`config.mk`:
```
export PLATFORM = sky130hd
export DESIGN_NAME = msr_queue
export DESIGN_NICKNAME = d
export VERILOG_FILES = /design/src/hdl/msr_pkg.sv /design/src/hdl/msr_queue.sv
export SDC_FILE = /design/constraint.sdc
export NUM_CORES = 1
export LEC_CHECK = 0
export BUFFER_PORTS_ARGS = -buffer_cell sky130_fd_sc_hd__clkbuf_2
export CORE_ASPECT_RATIO = 0.5
export CORE_MARGIN = 2
export CORE_UTILIZATION = 45
export CTS_BUF_LIST = sky130_fd_sc_hd__clkbuf_2
export CTS_CLUSTER_DIAMETER = 80
export DETAILED_ROUTE_END_ITERATION = 10
export PLACE_DENSITY = 0.68
export SYNTH_ARGS = -nofsm -noshare
export SYNTH_HDL_FRONTEND = slang
export SYNTH_SLANG_ARGS = --single-unit
```
`constraint.sdc`:
```
create_clock -name clk -period 5.3 [get_ports clk]
set_input_delay 0.795 -clock clk [delete_from_list [all_inputs] [get_ports clk]]
set_output_delay 0.795 -clock clk [all_outputs]
set_load 0.03 [all_outputs]
```
`src/hdl/msr_pkg.sv`:
```
// Package: shared types and constants for the MIDI SysEx router and pacer.
`timescale 1ns / 1ps
package msr_pkg;

	localparam int BUFFER_DEPTH_DEF = 8192;
	localparam int LEN_W            = 14;
	localparam int QUEUE_DEPTH      = 4;
	localparam int CFG_IDX_W        = 2;
	localparam int CFG_DATA_W       = 16;

	localparam logic [7:0] BYTE_SYSEX_START = 8'hF0;
	localparam logic [7:0] BYTE_SYSEX_END   = 8'hF7;
	localparam logic [7:0] BYTE_REALTIME    = 8'hF8;
	localparam logic [LEN_W-1:0] LEN_MAX    = {LEN_W{1'b1}};

	localparam logic [CFG_IDX_W-1:0] CFG_STREAM_MODE = 2'd0;
	localparam logic [CFG_IDX_W-1:0] CFG_DIN_THRU    = 2'd1;
	localparam logic [CFG_IDX_W-1:0] CFG_BYTE_DELAY  = 2'd2;

	localparam logic REQ_BYTE = 1'b0;
	localparam logic REQ_TICK = 1'b1;

	typedef enum logic [1:0] {
		OP_WRITE = 2'd0,
		OP_EMIT  = 2'd1,
		OP_READ  = 2'd2
	} op_kind_t;

	typedef struct packed {
		op_kind_t         kind;
		logic [7:0]       data;
		logic [LEN_W-1:0] addr;
		logic             to_din;
		logic             to_usb;
		logic             last;
		logic             zero;
	} op_t;

	typedef struct packed {
		logic       req_type;
		logic [7:0] midi_byte;
		logic       from_usb;
	} in_item_t;

	typedef struct packed {
		logic [7:0] out_byte;
		logic       to_din;
		logic       to_usb;
		logic       replay_last;
	} out_item_t;

endpackage

```
`src/hdl/msr_queue.sv`:
```
// Short queue of operations between front end and back end.
`timescale 1ns / 1ps
module msr_queue import msr_pkg::*; (
	input  logic clk,
	input  logic arst_n,
	input  logic push,
	input  op_t  push_op,
	output logic full,
	input  logic pop,
	output logic q_valid,
	output op_t  q_op
);

	localparam int PW = $clog2(QUEUE_DEPTH);
	localparam logic [PW:0] DEPTH_C = (PW+1)'(QUEUE_DEPTH);

	op_t           slot_q [QUEUE_DEPTH];
	logic [PW-1:0] wr_ptr_q, rd_ptr_q;
	logic [PW:0]   count_q;

	assign full    = (count_q == DEPTH_C);
	assign q_valid = (count_q != '0);
	assign q_op    = slot_q[rd_ptr_q];

	always_ff @(posedge clk) begin
		if (push)
			slot_q[wr_ptr_q] <= push_op;
	end

	always_ff @(posedge clk or negedge arst_n) begin
		if (!arst_n) begin
			wr_ptr_q <= '0;
			rd_ptr_q <= '0;
			count_q  <= '0;
		end else begin
			if (push)
				wr_ptr_q <= wr_ptr_q + 1'b1;
			if (pop)
				rd_ptr_q <= rd_ptr_q + 1'b1;
			case ({push, pop})
				2'b10:   count_q <= count_q + 1'b1;
				2'b01:   count_q <= count_q - 1'b1;
				default: count_q <= count_q;
			endcase
		end
	end

endmodule

```
==> results of run 1 <==
## per-stage QoR
step	setup slack, ns	hold WS, ns	power [mW]	area, um2
2_1_floorplan	3.32	0.447	2.10	4430
3_3_place_gp	2.58	0.462	2.34	4890
3_5_place_dp	2.59	0.492	2.37	4890
4_1_cts	1.87	0.318	2.83	5080
5_1_grt	1.72	0.289	2.94	5080
6_report	2.05	0.410	2.78	5080
## cell families after synthesis
logic type	after synthesis	synth area share, %
buf+inv	9	1.41
fa+ha+maj	6	1.86
flops	119	79.8
compound gates	1	0.113
mux	29	14.5
xor+xnor	6	1.19
simple gates	9	1.13
## sequential cells by signal, indices dropped and copies added (netlist names)
| register | flops |
|---|---|
| rd_ptr_q | 2 |
| count_q | 3 |
| slot_q | 112 |
| wr_ptr_q | 2 |
## power breakdown
part	total, mW	switching, mW	internal (mW)
registers	1.38	0.145	1.23
clock network	0.456	0.284	0.172
logic	0.942	0.566	0.376
total	2.78	0.996	1.78
## cell usage after synthesis (all sizes together), types with 2 or more instances
cell      n  share of area (%)
edfxtp  112                 76
xnor2     3               0.59
dfrtp     7                4.0
ha        5                1.4
nand2     2               0.17
and2      4               0.56
mux4     28                 14
xor2      3               0.59
inv       3               0.25
buf       6                1.2
## worst max path at each step
stage | from | endpoint | slack, ns | cells past startpoint
finish | rd_ptr_q[0]$_DFFE_PN0P_ | q_op[14] | 2.05 | 2
global route | rd_ptr_q[0]$_DFFE_PN0P_ | q_op[9] | 1.72 | 2
global placement | rd_ptr_q[0]$_DFFE_PN0P_ | q_op[16] | 2.58 | 2
floorplan | rd_ptr_q[0]$_DFFE_PN0P_ | q_op[0] | 3.32 | 2
detailed placement | rd_ptr_q[0]$_DFFE_PN0P_ | q_op[20] | 2.59 | 2
CTS | rd_ptr_q[0]$_DFFE_PN0P_ | q_op[20] | 1.87 | 2
## metal layers
metal,wire length (um),track usage (%)
met5,0,0
met4,46,3.99
met3,424,6.83
met2,3780,24.7
met1,3000,18.1
## worst max-delay path: cells and delay by family, from the launching register on
kind	cells	cell delay [ns]
multiplexers	1	0.61
buffers and inverters	1	0.20
flip-flops	1	1.03
## area by class of cell
cell class	count	share of cell area (%)
Sequential cell	119	69.7
Multi-Input combinational cell	51	16.4
Timing Repair Buffer	67	6.94
Tap cell	135	3.32
Clock buffer	24	2.36
Clock inverter	8	1.11
Inverter	3	0.222
==> results.ini, run 1 <==
[outcome]
status = finished clean

[logic_synthesis]
synth_cell_types = 18
synth.cell_area_um2 = 4430
synth_nets = 217
synth_edf_count = 112
syn_area_per_cell_um2 = 24.8
synthArstFlopShare_pct = 5.88
syn-instance-count = 179
yosys_register_bits = 119
synthFlopType = edfxtp_1
yosys_warnings = 0
ys_seq_area_share_pct = 79.8

[die]
dieArea_um2 = 10700
die-height_um = 74.2
num_rows = 25
initial_core_util_pct = 46.6
die_w_um = 144
core-area_um2 = 9510
ioPinCount = 62

[power_and_ir_drop]
power.leakage_nw = 1.80
peakVddDrop_mv = 0.212
pwr_density_cell_nw_per_um2 = 546

[timing]
skew_ns = 0.0136
setup_viol = 0
slew_headroom_pct = 33.5
min_period_ns = 3.25
tightest_slew_ns = 0.997
slew_viol_final = 0
rsz0062_at_grt = no
min_period_over_period_pct = 61.3
finalHoldViolCount = 0
setup_tns_ns = 0
max_freq_mhz = 308

[detailed_routing]
wl_mm = 7.25
wl_per_cell_um = 17.8
vias = 2008
via_per_inst = 4.93
drtPass1Iterations = 4
drc = 0
ant_nets = 0
drtIter0Drc = 205

[layout]
antenna_cells = 0
final_common_cell = edfxtp_1
stdcell_count = 407
final_core_util_pct = 53.4
drive_above_1_share_pct = 44.5
fillCellCount = 781
multi_input_area_um2 = 832
nNetsFinal = 297
seqCellArea_um2 = 3540
final_cell_mix = 112 x edfxtp_1, 85 x clkbuf_2, 28 x mux4_2
syn2layout_area_growth_pct = 14.6

[clock_network]
cts_sinks = 119
cts_buffer_depth = 2
cts_setup_buffers = 0
cts_tree = built
cts_max_level = 4
cts_root_buf = clkbuf_2
clkLatencyLatePin_ns = 0.58
cts_buffers = 17
ctsResizeCount = 0
postCtsHoldBufs = 1
cts.clk_slew.worst_paths_ns = 0.16

[worst_setup_path]
cp_max_fo = 30
crit_required_ns = 4.51
ff2ff_setup_slack_ns = 3.37
cp.arrival_ns = 2.45
path_cells = mux4_2 > clkbuf_2
max_stage_delay_ns = 1.03
start_kind = flip-flop
rr_worst_depth = 4
reg2reg_to = slot_q[0][1]$_DFFE_PP_
cp_slowest_cell = dfrtp_2
cp-end-kind = primary output
r2r_start = wr_ptr_q[0]$_DFFE_PN0P_
crit_type = reg2out

[placement]
routabilityCongestion = 0.682
port-buffer-count = 61
dp_cells = 374
dpl.hpwl_mm = 4.71

[job]
maxCapViolCount = 0

[global_routing]
grt_pass1_vias = 2140
antenna_found_initial = 0
grt_max_degree = 31
grt-ovfl-total = 0
grt_pass1_wl_mm = 11.0
grt_usage_pct = 14.9

[min_path]
hp-start = push_op[11]
hold_end = slot_q[0][11]$_DFFE_PP_
holdPathStages = 1
hp-class = in2reg

No activity file was read; power rests on OpenSTA's default activity.
==> run 2, diff against run 1 <==
--- a/config.mk
+++ b/config.mk
@@ -12,7 +12,7 @@
 export CTS_BUF_LIST = sky130_fd_sc_hd__clkbuf_2
 export CTS_CLUSTER_DIAMETER = 80
 export DETAILED_ROUTE_END_ITERATION = 10
-export PLACE_DENSITY = 0.68
+export PLACE_DENSITY = 0.71
 export SYNTH_ARGS = -nofsm -noshare
 export SYNTH_HDL_FRONTEND = slang
 export SYNTH_SLANG_ARGS = --single-unit
==> constraint.sdc (replaced) <==
create_clock -name clk -period 2.75 [get_ports clk]
set_input_delay 0.4125 -clock clk [delete_from_list [all_inputs] [get_ports clk]]
set_output_delay 0.4125 -clock clk [all_outputs]
set_load 0.03 [all_outputs]
==> run 2 against run 1 <==
Net effect: register-to-register slack got worse by 2.1 ns; die area unchanged; global-route usage increased by 1.0 points; combinational power increased by 120%; sequential cell count unchanged; sequential power increased by 80%; power increased by 97%; critical path depth increased by 1; largest cell class unchanged; highest routed layer unchanged.
==> results.ini, run 2 (synthesis results as in run 1) <==
[global_routing]
grt_usage_pct = 15.9  ; +1.0 points
grt_pass1_wl_mm = 12.0  ; +8.9%
antenna_found_initial = 0  ; unchanged
grt_pass1_vias = 2357  ; +10%
grt-ovfl-total = 0  ; unchanged
grt_max_degree = 28  ; -9.7%

[worst_setup_path]
ff2ff_setup_slack_ns = 1.23  ; -2.14 ns
cp_num_buf_inv = 2  ; +1
max_stage_delay_ns = 0.56  ; -0.47 ns
crit_type = reg2out
cp.arrival_ns = 2.09  ; -0.36 ns
reg2reg_to = slot_q[2][8]$_DFFE_PP_
path_delay_family = multiplexers
crit_required_ns = 2.34  ; -2.17 ns
start_kind = flip-flop
cp-end-kind = primary output
cp_slowest_cell = mux4_2
r2r_start = wr_ptr_q[0]$_DFFE_PN0P_
path_cells = buf_4 > mux4_2 > clkbuf_2
cp_max_fo = 16  ; -47%
cp.depth = 3  ; +1
rr_worst_depth = 4  ; unchanged

[timing]
min_period_over_period_pct = 91.1
skew_ns = 0.0183  ; +0.00467 ns
finalHoldViolCount = 0  ; unchanged
rsz0062_at_grt = no
slew_headroom_pct = 72.2  ; +39 points
worst_slack_ns = 0.245  ; -1.81 ns
min_period_ns = 2.50
setup_tns_ns = 0  ; unchanged
max_freq_mhz = 399
slew_viol_final = 0  ; unchanged
tightest_slew_ns = 0.416  ; -0.581 ns
setup_viol = 0  ; unchanged

[layout]
stdcell_area_um2 = 5440  ; +7.0%
nNetsFinal = 333  ; +12%
final_cell_mix = 112 x edfxtp_1, 81 x clkbuf_2, 31 x dlygate4sd3_1
largest_reg_flops = 112  ; unchanged
top_regs = slot_q x112, count_q x3
drive_above_1_share_pct = 42.5  ; -2.0 points
antenna_cells = 0  ; unchanged
syn2layout_area_growth_pct = 22.6
top_register = slot_q
final_common_cell = edfxtp_1
stdcell_count = 443  ; +8.8%
fillCellCount = 745  ; -4.6%

[clock_network]
cts_buffer_depth = 2  ; unchanged
cts_max_level = 4  ; unchanged
cts.clk_slew.worst_paths_ns = 0.16  ; about the same
cts_sinks = 119  ; unchanged
cts_tree = built
cts_buffers = 17  ; unchanged
cts_root_buf = clkbuf_2
clkLatencyLatePin_ns = 0.62  ; +0.04 ns

[power_and_ir_drop]
power.leakage_nw = 1.96  ; +8.7%
peakVddDrop_mv = 0.452  ; +110%
pwr_density_cell_nw_per_um2 = 1010  ; +84%

[detailed_routing]
via_per_inst = 4.90  ; -0.62%
drc = 0  ; unchanged
wl_mm = 7.60  ; +4.9%
ant_nets = 0  ; unchanged
drtPass1Iterations = 4  ; unchanged
drtIter0Drc = 121  ; -41%
wl_per_cell_um = 17.2  ; -3.6%
vias = 2172  ; +8.2%

[die]
initial_core_util_pct = 46.6  ; unchanged
die-height_um = 74.2  ; unchanged
die_w_um = 144  ; unchanged
ioPinCount = 62  ; unchanged
num_rows = 25  ; unchanged
core-area_um2 = 9510  ; unchanged
dieArea_um2 = 10700  ; unchanged

[placement]
dpl.hpwl_mm = 4.94  ; +4.9%
routabilityCongestion = 0.668  ; -2.1%
pre_cts_ws_ns = 0.893  ; -1.70 ns
placed_cell_area_um2 = 4940  ; +0.92%
dp_cells = 380  ; +1.6%
port-buffer-count = 61  ; unchanged

[min_path]
hp-class = in2async

[job]
maxCapViolCount = 0  ; unchanged

[outcome]
status = finished clean

-- run 2: through the flow --
| stage | utilization (%) | power (mW) | hold WS, ns |
|---|---|---|---|
| after global routing | 57.2 | 5.77 | 0.0782 |
| after global placement | 51.9 | 4.56 | 0.258 |
| final | 57.2 | 5.47 | 0.152 |
| after CTS | 57.1 | 5.55 | 0.0143 |
| after detailed placement | 51.9 | 4.62 | 0.272 |
| after floorplan | - | 4.05 | 0.117 |
-- run 2: where the power goes --
| part | internal, mW | leakage, nW | switching (mW) | total [mW] |
|---|---|---|---|---|
| Clock | 0.316 | 0.126 | 0.583 | 0.899 |
| Sequential | 2.37 | 1.11 | 0.116 | 2.49 |
| Combinational | 0.790 | 0.725 | 1.29 | 2.08 |
| Total | 3.48 | 1.96 | 1.99 | 5.47 |
-- run 2: routing by layer --
layer  global-route usage, %  part of all wire (%)  vias to the layer above
met3                    5.92                   4.3                        8
met2                    27.1                    52                       43
met1                    19.5                    43                     1136
met4                    4.96                  0.92                        0
li1                        -                     -                      985
met5                       0                     0                        -
-- run 2: how the worst max path moves through the flow --
stage | endpoint | slack [ns] | start
after global placement | q_op[23] | 0.90 | rd_ptr_q[0]$_DFFE_PN0P_
after global routing | q_op[16] | 0.04 | rd_ptr_q[0]$_DFFE_PN0P_
after floorplan | slot_q[0][0]$_DFFE_PP_ | 1.04 | wr_ptr_q[0]$_DFFE_PN0P_
final | q_op[13] | 0.25 | rd_ptr_q[0]$_DFFE_PN0P_
after CTS | q_op[23] | 0.16 | rd_ptr_q[0]$_DFFE_PN0P_
after detailed placement | q_op[13] | 0.89 | rd_ptr_q[0]$_DFFE_PN0P_
-- run 2: worst reg2reg max path, delay by kind of cell, from the launching register on --
family | cells | cell delay, ns
and+or+nand+nor | 1 | 0.22
adders and majority gates | 1 | 0.14
DFF | 1 | 0.45
buffers and inverters | 2 | 0.39
-- run 2: area by class of cell --
class,instances,area [um2],share of cell area (%)
clock inverters,12,86.3,1.59
clock buffers,20,100,1.84
well taps,135,169,3.11
multi-input cells,51,832,15.3
flip-flops and latches,119,3540,65.1
repair buffers,103,698,12.8
inverters,3,11.3,0.207
-- run 2: repair_timing --
action | 4_1_cts | 5_1_grt
endpoints found under the hold margin | 120 | 1
buffers inserted | 0 | 0
resized for setup | 0 | 0
hold buffers | 30 | 1
setup endpoints to repair | 0 | 0
