===== src/hdl/msr_pkg.sv =====
// Package: shared types and constants for the MIDI SysEx router and pacer.
`timescale 1ns / 1ps
package msr_pkg;

	localparam int BUFFER_DEPTH_DEF = 8192;
	localparam int LEN_W            = 14;
	localparam int QUEUE_DEPTH      = 4;
	localparam int CFG_IDX_W        = 2;
	localparam int CFG_DATA_W       = 16;

	localparam logic [7:0] BYTE_SYSEX_START = 8'hF0;
	localparam logic [7:0] BYTE_SYSEX_END   = 8'hF7;
	localparam logic [7:0] BYTE_REALTIME    = 8'hF8;
	localparam logic [LEN_W-1:0] LEN_MAX    = {LEN_W{1'b1}};

	localparam logic [CFG_IDX_W-1:0] CFG_STREAM_MODE = 2'd0;
	localparam logic [CFG_IDX_W-1:0] CFG_DIN_THRU    = 2'd1;
	localparam logic [CFG_IDX_W-1:0] CFG_BYTE_DELAY  = 2'd2;

	localparam logic REQ_BYTE = 1'b0;
	localparam logic REQ_TICK = 1'b1;

	typedef enum logic [1:0] {
		OP_WRITE = 2'd0,
		OP_EMIT  = 2'd1,
		OP_READ  = 2'd2
	} op_kind_t;

	typedef struct packed {
		op_kind_t         kind;
		logic [7:0]       data;
		logic [LEN_W-1:0] addr;
		logic             to_din;
		logic             to_usb;
		logic             last;
		logic             zero;
	} op_t;

	typedef struct packed {
		logic       req_type;
		logic [7:0] midi_byte;
		logic       from_usb;
	} in_item_t;

	typedef struct packed {
		logic [7:0] out_byte;
		logic       to_din;
		logic       to_usb;
		logic       replay_last;
	} out_item_t;

endpackage


===== src/hdl/msr_front.sv =====
// Front end: configuration, routing decisions, SysEx capture and replay pacing.
`timescale 1ns / 1ps
module msr_front import msr_pkg::*; #(
	parameter int BUFFER_DEPTH = BUFFER_DEPTH_DEF
) (
	input  logic                  clk,
	input  logic                  arst_n,
	input  logic                  cfg_we,
	input  logic [CFG_IDX_W-1:0]  cfg_index,
	input  logic [CFG_DATA_W-1:0] cfg_data,
	input  logic                  in_valid,
	output logic                  in_ready,
	input  in_item_t              in_data,
	output logic                  push,
	output op_t                   push_op,
	input  logic                  q_full
);

	localparam logic [LEN_W:0] DEPTH_W = (LEN_W+1)'(BUFFER_DEPTH);

	logic             stream_mode_q, din_thru_q;
	logic [15:0]      byte_delay_q;
	logic             in_message_q, overflowed_q, replay_active_q;
	logic             replay_din_q, replay_usb_q;
	logic [LEN_W-1:0] msg_length_q, replay_index_q;
	logic [15:0]      pace_count_q;

	logic             in_message_d, overflowed_d, replay_active_d;
	logic             replay_din_d, replay_usb_d;
	logic [LEN_W-1:0] msg_length_d, replay_index_d;
	logic [15:0]      pace_count_d;
	logic             op_valid;
	op_t              op;

	logic             to_d, to_u, room, accept;
	logic [LEN_W-1:0] len_inc;
	logic [15:0]      pace_inc, interval;
	logic [7:0]       b;

	assign in_ready = !q_full;
	assign accept   = in_valid && in_ready;
	assign push     = accept && op_valid;
	assign push_op  = op;

	always_comb begin
		b        = in_data.midi_byte;
		to_d     = in_data.from_usb || din_thru_q;
		to_u     = !in_data.from_usb;
		room     = ({1'b0, msg_length_q} < DEPTH_W) && (msg_length_q != LEN_MAX);
		len_inc  = (msg_length_q != LEN_MAX) ? msg_length_q + 1'b1 : msg_length_q;
		pace_inc = (pace_count_q != 16'hFFFF) ? pace_count_q + 1'b1 : pace_count_q;
		interval = (byte_delay_q == 16'd0) ? 16'd1 : byte_delay_q;

		in_message_d    = in_message_q;
		overflowed_d    = overflowed_q;
		replay_active_d = replay_active_q;
		replay_din_d    = replay_din_q;
		replay_usb_d    = replay_usb_q;
		msg_length_d    = msg_length_q;
		replay_index_d  = replay_index_q;
		pace_count_d    = pace_count_q;

		op_valid   = 1'b0;
		op.kind    = OP_EMIT;
		op.data    = b;
		op.addr    = msg_length_q;
		op.to_din  = to_d;
		op.to_usb  = to_u;
		op.last    = 1'b0;
		op.zero    = 1'b0;

		if (in_data.req_type == REQ_TICK) begin
			if (replay_active_q) begin
				if (pace_inc >= interval) begin
					pace_count_d   = 16'd0;
					op_valid       = 1'b1;
					op.kind        = OP_READ;
					op.addr        = replay_index_q;
					op.to_din      = replay_din_q;
					op.to_usb      = replay_usb_q;
					op.last        = ({1'b0, replay_index_q} + 1'b1) >= {1'b0, msg_length_q};
					op.zero        = {1'b0, replay_index_q} >= DEPTH_W;
					replay_index_d = replay_index_q + 1'b1;
					if (op.last)
						replay_active_d = 1'b0;
				end else begin
					pace_count_d = pace_inc;
				end
			end
		end else if (!replay_active_q) begin
			if (b >= BYTE_REALTIME) begin
				op_valid = 1'b1;
			end else if (b == BYTE_SYSEX_START) begin
				in_message_d = 1'b1;
				msg_length_d = LEN_W'(1);
				if (stream_mode_q) begin
					op_valid = 1'b1;
				end else begin
					overflowed_d = 1'b0;
					op_valid     = 1'b1;
					op.kind      = OP_WRITE;
					op.addr      = '0;
				end
			end else if (in_message_q) begin
				if (b == BYTE_SYSEX_END) begin
					in_message_d = 1'b0;
					if (stream_mode_q) begin
						msg_length_d = len_inc;
						op_valid     = 1'b1;
					end else if (!overflowed_q && room) begin
						op_valid        = 1'b1;
						op.kind         = OP_WRITE;
						msg_length_d    = msg_length_q + 1'b1;
						replay_active_d = 1'b1;
						replay_index_d  = '0;
						pace_count_d    = 16'd0;
						replay_din_d    = to_d;
						replay_usb_d    = to_u;
					end else begin
						overflowed_d = 1'b1;
					end
				end else if (b[7]) begin
					in_message_d = 1'b0;
					op_valid     = 1'b1;
				end else if (stream_mode_q) begin
					msg_length_d = len_inc;
					op_valid     = 1'b1;
				end else if (room) begin
					op_valid     = 1'b1;
					op.kind      = OP_WRITE;
					msg_length_d = msg_length_q + 1'b1;
				end else begin
					overflowed_d = 1'b1;
				end
			end else begin
				op_valid = 1'b1;
			end
		end
	end

	always_ff @(posedge clk or negedge arst_n) begin
		if (!arst_n) begin
			stream_mode_q   <= 1'b1;
			din_thru_q      <= 1'b0;
			byte_delay_q    <= 16'd0;
			in_message_q    <= 1'b0;
			overflowed_q    <= 1'b0;
			replay_active_q <= 1'b0;
			replay_din_q    <= 1'b0;
			replay_usb_q    <= 1'b0;
			msg_length_q    <= '0;
			replay_index_q  <= '0;
			pace_count_q    <= 16'd0;
		end else begin
			if (cfg_we) begin
				case (cfg_index)
					CFG_STREAM_MODE: stream_mode_q <= cfg_data[0];
					CFG_DIN_THRU:    din_thru_q    <= cfg_data[0];
					CFG_BYTE_DELAY:  byte_delay_q  <= cfg_data[15:0];
					default: ;
				endcase
			end
			if (accept) begin
				in_message_q    <= in_message_d;
				overflowed_q    <= overflowed_d;
				replay_active_q <= replay_active_d;
				replay_din_q    <= replay_din_d;
				replay_usb_q    <= replay_usb_d;
				msg_length_q    <= msg_length_d;
				replay_index_q  <= replay_index_d;
				pace_count_q    <= pace_count_d;
			end
		end
	end

	// bytes are dropped during replay, so no message can open under it
	a_replay_no_msg: assert property (@(posedge clk) disable iff (!arst_n)
		replay_active_q |-> !in_message_q)
		else $error("message open during replay");

	a_replay_index: assert property (@(posedge clk) disable iff (!arst_n)
		replay_active_q |-> (replay_index_q < msg_length_q))
		else $error("replay index past message length");

	a_replay_start: assert property (@(posedge clk) disable iff (!arst_n)
		$rose(replay_active_q) |-> (replay_index_q == '0) && (pace_count_q == 16'd0)
			&& (msg_length_q >= LEN_W'(2)))
		else $error("replay started with stale pointers");

endmodule


===== config.mk =====
export PLATFORM = sky130hd
export DESIGN_NAME = msr_front
export DESIGN_NICKNAME = d
export VERILOG_FILES = /design/src/hdl/msr_pkg.sv /design/src/hdl/msr_front.sv
export SDC_FILE = /design/constraint.sdc
export NUM_CORES = 1
export LEC_CHECK = 0
export BUFFER_PORTS_ARGS = -buffer_cell sky130_fd_sc_hd__buf_2
export CAP_MARGIN = 20
export CELL_PAD_IN_SITES_DETAIL_PLACEMENT = 2
export CELL_PAD_IN_SITES_GLOBAL_PLACEMENT = 2
export CORE_MARGIN = 5
export CORE_UTILIZATION = 40
export DETAILED_ROUTE_END_ITERATION = 8
export GPL_TIMING_DRIVEN = 0
export PLACE_DENSITY = 0.93
export REMOVE_ABC_BUFFERS = 1
export SETUP_SLACK_MARGIN = 0.2
export SLEW_MARGIN = 20
export SYNTH_ARGS = -nofsm -noshare
export SYNTH_HDL_FRONTEND = slang
export SYNTH_SLANG_ARGS = --single-unit

===== constraint.sdc =====
create_clock -name clk -period 6.9 [get_ports clk]
set_input_delay 1.035 -clock clk [delete_from_list [all_inputs] [get_ports clk]]
set_output_delay 1.035 -clock clk [all_outputs]
set_load 0.005 [all_outputs]

==> metrics.txt, run 1 <==
GR Util met1=38.1%; Placer Congestion=0.883; initial antenna violation count=1; Die H=125 um; fillers=1352; Ys Warns=0; syn_area_per_cell=9.03 um2; Yosys cell types=73; Port Buffers=62; maximum vdd ir drop=0.160 mV; R2R depth=11; maximum clock frequency=0.164 GHz; NetSw=0.326 mW; Sw Share=28.4%; HPWL Detailed=15400 um; final worst clock skew=0.0150 ns; crit path kind=reg -> out; Syn Inst Count=582; top_reg_cell synth=dfrtp_1; antenna viol nets, final=0; Max clock buf depth=2; Avg WL per Cell=30.4 um; Data arrival, critical path=5.07 ns; Post-synth EDFFs=0; Synth top area share=31.4%; Hold Slack=0.533 ns; Design Power=1.15 mW; Crit. End Element=output port; number of gates resized after CTS=0; Hold WC Path Type=reg -> reg; Final nets=688; min Tclk post-route=6.11 ns; hold endpoint=byte_delay_q[0]; fin. max-slew vios=0; routed wire length=24300 um; Clock H-tree levels=3; vias in the first global route=6190; met2 usage=53.5%; R2R Setup Slk=2.20 ns; top area cells in the synthesized netlist=dfrtp_1, ha_1, mux2_2; hold_sp=byte_delay_q[0]; ys async rst share=100%; Logic pwr share=12.9%; layer with the highest usage=met2; outcome=completed; via-per-instance ratio=6.86; Die X=125 um; Post-Syn Area=5260 um2; die area=15500 um2; most numerous cell on the critical path=ha_1; clk slew on worst S/H paths=0.06 ns; hold depth=1; num ports=63; critical path required time=5.86 ns; Final setup viols=0; Final Cycle Share=88.5%; Sequential Power Share=38.3%; first-pass GRT wire length=38200 um; CP delay by family, top=compound AO/OA/AOI/OAI gates; top post-synthesis cells by count=dfrtp_1, inv_1, nand2_1; Hold Fails Final Rpt=0; Critical Path Slowest Stage Cell=a211oi_1; postcts setup bufs=0; Largest stage delay, worst path=0.55 ns; Yosys top cell by area=dfrtp_1; maxcap violations=0; Slew headroom=28.5%; Initial Util=41.1%; Reg-to-Reg Start=pace_count_q[0]; core area=12800 um2; total gr overflow=0; internal power=0.823 mW; largest net degree at the start of global routing=40; WP buf/inv=3; crit-path cells=ha_1, and2_1, and4_1, a211oi_1, xor2_1, ha_1, nand2_1, nor3_1, a32oi_4, a211oi_4, buf_6, buf_8, mux2i_1, buf_2; worst-path maximum fanout=9; Pre-Repair DR Iteration Count=5; Via Count=5477; Synth Register Bits=67; grt met3 use=4.93%; setup tns final=0 ns; Lkg Pwr=2.53 nW; TritonCTS clock tree=built; clock root buffer=clkbuf_16; hold buffer count at cts=0; r2r endpoint=pace_count_q[7]; TritonCTS buffer count=9; Rows=41; count leader, synth=dfrtp_1; register area share after synthesis=31.9%; gr usage total=31.4%; RSZ-0062 raised after global routing=false; Clock power frac=48.8%; Least-Margin Pin Slew=1.07 ns; DR DRC count=0; Clk Latency, worst-skew pair=0.36 ns; share of layout cells above drive strength 1=19.0%; number of DRC markers in iteration 0=558; P&R area growth vs syn=13.9%; CTS sink cnt=67; PwrDens=192 nW/um2; CP startpoint kind=register
[routing by layer]
| metal | vias up | wire length [um] |
|---|---|---|
| met3 | 102 | 1560 |
| met5 | - | 0 |
| met1 | 2780 | 9460 |
| met2 | 347 | 12000 |
| li1 | 2248 | - |
| met4 | 0 | 1190 |
[through the flow]
stage                     instance area (um2)  worst slack [ns]  utilization, %  cells
after floorplan                          5050              1.73               -    545
after global placement                   5580             0.801            43.7    779
after detailed placement                 5640              1.48            44.1    782
after CTS                                5980             0.927            46.8    797
after global routing                     5990             0.663            46.9    798
final                                    5990             0.794            46.9    798
[worst reg2reg max path, stage by stage (launching register included)]
cell	delay [ns]
dfrtp_1	0.50
ha_1	0.32
and2_1	0.21
and4_1	0.31
a211oi_1	0.55
xor2_1	0.28
ha_1	0.30
nand2_1	0.18
nor3_1	0.13
or4_1	0.78
nor3_2	0.77
a22o_1	0.29
[cell usage in the layout, fill, tap and decap left out, types with 16 or more instances in the layout]
cell type / n
mux2i_1: 22
o21ai_0: 19
nand3_1: 25
dfrtp_1: 66
xnor2_1: 16
ha_1: 34
inv_1: 54
a21oi_1: 22
nor2_1: 24
buf_2: 61
nand2_1: 52
mux2_2: 22
[sequential cells by signal, summed over array words and instances (netlist names)]
name,flops
byte_delay_q,16
pace_count_q,16
msg_length_q,14
replay_index_q,14
din_thru_q,1
in_message_q,1
overflowed_q,1
replay_active_q,1
replay_din_q,1
replay_usb_q,1
stream_mode_q,1
[power by group through the flow]
stage / Clock [mW] / Sequential, mW / Combinational [mW]
floorplan: 0 / 0.434 / 0.0782
finish: 0.561 / 0.441 / 0.148
global route: 0.579 / 0.443 / 0.159
CTS: 0.564 / 0.440 / 0.146
detailed placement: 0 / 0.445 / 0.136
global placement: 0 / 0.439 / 0.119
[worst max-delay path by stage]
| stage | from | to | slack [ns] | depth (start not counted) |
|---|---|---|---|---|
| 2_1_floorplan | pace_count_q[0] | push_op[3] | 1.73 | 11 |
| 3_5_place_dp | pace_count_q[0] | push_op[16] | 1.48 | 14 |
| 6_report | pace_count_q[0] | push_op[16] | 0.79 | 14 |
| 4_1_cts | pace_count_q[0] | push_op[17] | 0.93 | 14 |
| 3_3_place_gp | pace_count_q[0] | push_op[3] | 0.80 | 12 |
| 5_1_grt | pace_count_q[0] | push_op[17] | 0.66 | 14 |
[layout make-up]
cell class / count / area (um2) / share of cell area, %
multi-input combinational: 424 / 3190 / 53.3
sequential: 67 / 1680 / 28.0
timing repair buffer: 65 / 359 / 6.00
clock buffer: 9 / 225 / 3.76
tap: 172 / 215 / 3.59
inverter: 54 / 203 / 3.39
clock inverter: 6 / 114 / 1.90
antenna: 1 / 2.50 / 0.0418
[kinds of logic (layout without fill, tap and decap cells)]
| logic type | after synthesis | in the layout | synth area share (%) |
|---|---|---|---|
| AND/OR/NAND/NOR | 192 | 192 | 20.6 |
| buffers and inverters | 91 | 134 | 7.69 |
| XOR/XNOR | 20 | 20 | 3.33 |
| multiplexers | 44 | 44 | 8.90 |
| other | 0 | 1 | 0 |
| adder cells (fa/ha/maj) | 34 | 34 | 8.09 |
| AO/OA/AOI/OAI | 134 | 134 | 19.5 |
| flip-flops | 67 | 67 | 31.9 |
Note: power is estimated with default switching activity, not from simulation.
==> run 2, diff against run 1 <==
--- a/config.mk
+++ b/config.mk
@@ -10,10 +10,11 @@
 export CELL_PAD_IN_SITES_DETAIL_PLACEMENT = 2
 export CELL_PAD_IN_SITES_GLOBAL_PLACEMENT = 2
 export CORE_MARGIN = 5
-export CORE_UTILIZATION = 40
+export CORE_UTILIZATION = 41
+export CTS_BUF_LIST = sky130_fd_sc_hd__clkbuf_4 sky130_fd_sc_hd__clkbuf_8
 export DETAILED_ROUTE_END_ITERATION = 8
-export GPL_TIMING_DRIVEN = 0
-export PLACE_DENSITY = 0.93
+export MAX_ROUTING_LAYER = met4
+export PLACE_DENSITY = 0.95
 export REMOVE_ABC_BUFFERS = 1
 export SETUP_SLACK_MARGIN = 0.2
 export SLEW_MARGIN = 20
==> metrics.txt, run 2 (same netlist as run 1, synthesis figures left out) <==
Hold Slack=0.532 ns; Data arrival, critical path=4.77 ns; most common cell after layout, fill and taps aside=dfrtp_1; num ports=63; min Tclk post-route=5.81 ns; total gr overflow=0; Hold Fails Final Rpt=0; crit path kind=reg -> out; fin. max-slew vios=0; Final nets=688; antenna viol nets, final=0; clk slew on worst S/H paths=0.09 ns; Rows=41; core area=12600 um2; outcome=completed; Initial Util=41.7%; Via Count=5172; Port Buffers=62; postcts setup bufs=0; via-per-instance ratio=6.48; maxcap violations=0; most frequent cells in the layout=dfrtp_1, buf_2, inv_1, nand2_1, ha_1; P&R area growth vs syn=11.1%; Reg-to-Reg Start=pace_count_q[0]; CTS sink cnt=67; TritonCTS buffer count=9; maximum clock frequency=0.172 GHz; setup tns final=0 ns; TritonCTS clock tree=built; NetSw=0.301 mW; Clk Latency, worst-skew pair=0.39 ns; Die H=123 um; Max clock buf depth=2; routed wire length=21300 um; Clock H-tree levels=3; largest net degree at the start of global routing=68; clock root buffer=clkbuf_8; Pre-Repair DR Iteration Count=5; first-pass GRT wire length=33500 um; fin util=46.3%; gr usage total=29.9%; worst-path maximum fanout=17; final worst clock skew=0.0106 ns; HPWL Detailed=15100 um; hold buffer count at cts=0; vias in the first global route=5900; CP startpoint kind=register; hold_sp=replay_din_q; RSZ-0062 raised after global routing=false; Die X=123 um; Slew headroom=35.4%; Sw Share=30.8%; Final Cycle Share=84.2%; Lkg Pwr=2.47 nW; Sequential Power Share=44.8%; final worst slack=1.09 ns; DR DRC count=0; Top Registers=byte_delay_q (16), pace_count_q (16); Placer Congestion=0.900; share of layout cells above drive strength 1=19.2%; number of gates resized after CTS=0; Avg WL per Cell=26.7 um; Crit. End Element=output port; critical path required time=5.86 ns; Critical Path Source=pace_count_q[0]; Place WS=1.64 ns; Clock power frac=40.6%; Logic pwr share=14.6%; die area=15200 um2; diode count=0; maximum vdd ir drop=0.147 mV; number of DRC markers in iteration 0=361; internal power=0.676 mW; Final setup viols=0; Least-Margin Pin Slew=0.969 ns; PwrDens=167 nW/um2; Hold WC Path Type=reg -> reg; initial antenna violation count=0
[run 2: metrics by stage]
step	power, mW	instances	cell area (um2)
floorplan	0.512	545	5050
global placement	0.560	782	5610
detailed placement	0.582	782	5610
CTS	0.977	798	5830
global route	1.01	798	5840
finish	0.977	798	5840
[run 2: power groups by stage]
stage | Combinational (mW) | Clock [mW] | Sequential, mW
floorplan | 0.0782 | 0 | 0.434
detailed placement | 0.138 | 0 | 0.444
global route | 0.156 | 0.414 | 0.439
global placement | 0.122 | 0 | 0.439
finish | 0.143 | 0.397 | 0.438
CTS | 0.143 | 0.397 | 0.437
[run 2: final cells by class]
cell class                      instances  area [um2]
Fill cell                            1414        6780
Tap cell                              172         215
Inverter                               54         203
Clock inverter                          6        90.1
Timing Repair Buffer                   65         333
Clock buffer                           10         131
Sequential cell                        67        1680
Multi-Input combinational cell        424        3190
[run 2: path summary, 6_finish.rpt]
| path | cells past startpoint | slack [ns] | endpoint |
|---|---|---|---|
| max in group asynchronous | 2 | 5.40 | pace_count_q[8] |
| worst min-delay path | 1 | 0.53 | replay_din_q |
| min in group asynchronous | 2 | 0.90 | msg_length_q[9] |
| worst min register to register | 1 | 0.53 | replay_din_q |
| worst max-delay path | 13 | 1.09 | push_op[8] |
| worst max register to register | 11 | 2.38 | pace_count_q[5] |
[run 2: per-layer routing]
layer	up-vias	wire, um	global-route usage, %
met5	-	0	-
met4	0	724	13.4
met3	71	1170	4.39
met2	224	10600	50.1
met1	2635	8730	35.7
li1	2242	-	-
[run 2: critical path, stage by stage, from the launching register on]
cell	delay (ns)
dfrtp_1	0.49
ha_1	0.30
and2_1	0.19
and4_1	0.29
a211oi_1	0.48
xor2_1	0.17
ha_1	0.35
nand2_1	0.14
nor3_1	0.46
a32oi_4	0.21
a211oi_4	0.52
buf_4	0.38
mux2i_1	0.25
buf_2	0.15
==> run 3, diff against run 2 <==
--- a/config.mk
+++ b/config.mk
@@ -10,11 +10,11 @@
 export CELL_PAD_IN_SITES_DETAIL_PLACEMENT = 2
 export CELL_PAD_IN_SITES_GLOBAL_PLACEMENT = 2
 export CORE_MARGIN = 5
-export CORE_UTILIZATION = 41
+export CORE_UTILIZATION = 34
 export CTS_BUF_LIST = sky130_fd_sc_hd__clkbuf_4 sky130_fd_sc_hd__clkbuf_8
 export DETAILED_ROUTE_END_ITERATION = 8
 export MAX_ROUTING_LAYER = met4
-export PLACE_DENSITY = 0.95
+export PLACE_DENSITY = 0.85
 export REMOVE_ABC_BUFFERS = 1
 export SETUP_SLACK_MARGIN = 0.2
 export SLEW_MARGIN = 20
==> constraint.sdc (replaced) <==
create_clock -name clk -period 4.8 [get_ports clk]
set_input_delay 0.72 -clock clk [delete_from_list [all_inputs] [get_ports clk]]
set_output_delay 0.72 -clock clk [all_outputs]
set_load 0.005 [all_outputs]
==> metrics.txt, run 3 (same netlist as run 1, synthesis figures left out) <==
Pre-Repair DR Iteration Count=5; CP startpoint kind=register; PwrDens=223 nW/um2; Hold Fails Final Rpt=0; min Tclk post-route=4.94 ns; vias in the first global route=6243; Initial Util=34.6%; Port Buffers=62; Die X=134 um; critical path required time=4.08 ns; routed wire length=28300 um; Max clock buf depth=2; worst-path maximum fanout=7; CP delay by family, top=simple AND/OR/NAND/NOR gates; core area=15200 um2; fin. max-slew vios=0; most frequent cells in the layout=dfrtp_1, buf_2, inv_1, nand2_1, buf_4; Placer Congestion=0.820; Rows=45; Lkg Pwr=2.85 nW; Reg-to-Reg Start=pace_count_q[2]; clock root buffer=clkbuf_8; Die H=134 um; Avg WL per Cell=32.9 um; Crit. End Element=output port; clk slew on worst S/H paths=0.08 ns; DR DRC count=0; antenna viol nets, final=0; number of DRC markers in iteration 0=605; outcome=complete, but fails checks; failing checks=negative setup slack; Clock H-tree levels=3; Top Registers=byte_delay_q (16), pace_count_q (16); largest net degree at the start of global routing=44; Design Power=1.48 mW; crit-path cells=and4_4, nand4_1, o211ai_1, xnor2_1, ha_1, nand4_1, nor4_4, a32oi_4, a211oi_4, buf_12, buf_12, mux2i_2, buf_2; fillers=1627; HPWL Detailed=14200 um; Place WS=0.0939 ns; P&R area growth vs syn=26.1%; Final setup viols=18; die area=18000 um2; share of layout cells above drive strength 1=31.0%; maximum clock frequency=0.203 GHz; Largest stage delay, worst path=0.45 ns; initial antenna violation count=0; maxcap violations=0; RSZ-0062 raised after global routing=true; first-pass GRT wire length=38200 um; Critical Path Source=pace_count_q[8]; diode count=0; total gr overflow=0; CTS sink cnt=67; Critical Path Slowest Stage Cell=dfrtp_1; WP buf/inv=3; Hold WC Path Type=in -> async; Final nets=734; Via Count=5829; crit path kind=reg -> out; Clk Latency, worst-skew pair=0.39 ns; Least-Margin Pin Slew=1.12 ns; final worst clock skew=0.0142 ns; via-per-instance ratio=6.78; maximum vdd ir drop=0.0932 mV; finished layout cell area=6630 um2; num ports=63; TritonCTS buffer count=9; final worst slack=-0.135 ns; hold buffer count at cts=0; Final Cycle Share=103%; gr usage total=28.0%; Slew headroom=25.2%; Post-Place Cell Area=5680 um2; Data arrival, critical path=4.22 ns; TritonCTS clock tree=built
==> run 3: cell count changes in the layout (fill, tap and decap cells not counted), sizes merged <==
| cell | delta |
|---|---|
| clkbuf | +2 |
| clkinvlp | -1 |
| clkinv | -1 |
| buf | +46 |
==> run 3: cell type report <==
class	instances	area (um2)	share of cell area (%)
clock buffers	12	153	2.30
clock inverters	4	73.8	1.11
inverters	54	203	3.06
multi-input cells	424	3490	52.6
flip-flops and latches	67	1690	25.5
well taps	188	235	3.55
repair buffers	111	788	11.9
==> run 3: timing repair <==
| action | CTS | global route |
|---|---|---|
| pin swaps | 12 | 15 |
| hold endpoints to repair | 0 | 0 |
| endpoints found under the setup margin | 21 | 21 |
| buffers inserted | 23 | 17 |
| resized for setup | 52 | 33 |
==> run 3: worst paths after layout <==
kind / endpoint / slack (ns) / cells after the start
max in group asynchronous: pace_count_q[6] / 3.53 / 2
min reg2reg: replay_din_q / 0.53 / 1
max reg2reg: pace_count_q[10] / 0.31 / 11
min: msg_length_q[3] / 0.35 / 1
min in group clk: replay_din_q / 0.53 / 1
max: push_op[12] / -0.14 / 13
==> run 3: stage by stage <==
stage | hold WS (ns) | std cells | utilization [%] | TNS (ns)
2_1_floorplan | 0.424 | 545 | - | -0.0525
3_3_place_gp | 0.496 | 804 | 37.3 | 0
3_5_place_dp | 0.504 | 804 | 37.3 | 0
4_1_cts | 0.521 | 843 | 41.4 | 0
5_1_grt | 0.400 | 860 | 43.6 | -3.11
6_report | 0.351 | 860 | 43.6 | -1.72
==> run 3: power breakdown <==
group          switching, mW  total [mW]  internal [mW]
sequential            0.0354       0.630          0.595
combinational          0.153       0.254          0.101
clock                  0.275       0.594          0.319
==> run 3: routing by layer <==
metal  wire (um)  GRT usage (%)  vias up
met3        1690           4.24      152
met1       10900           33.0     2993
met2       13900           48.2      352
li1            -              -     2332
met4        1730           10.9        0
met5           0              -        -
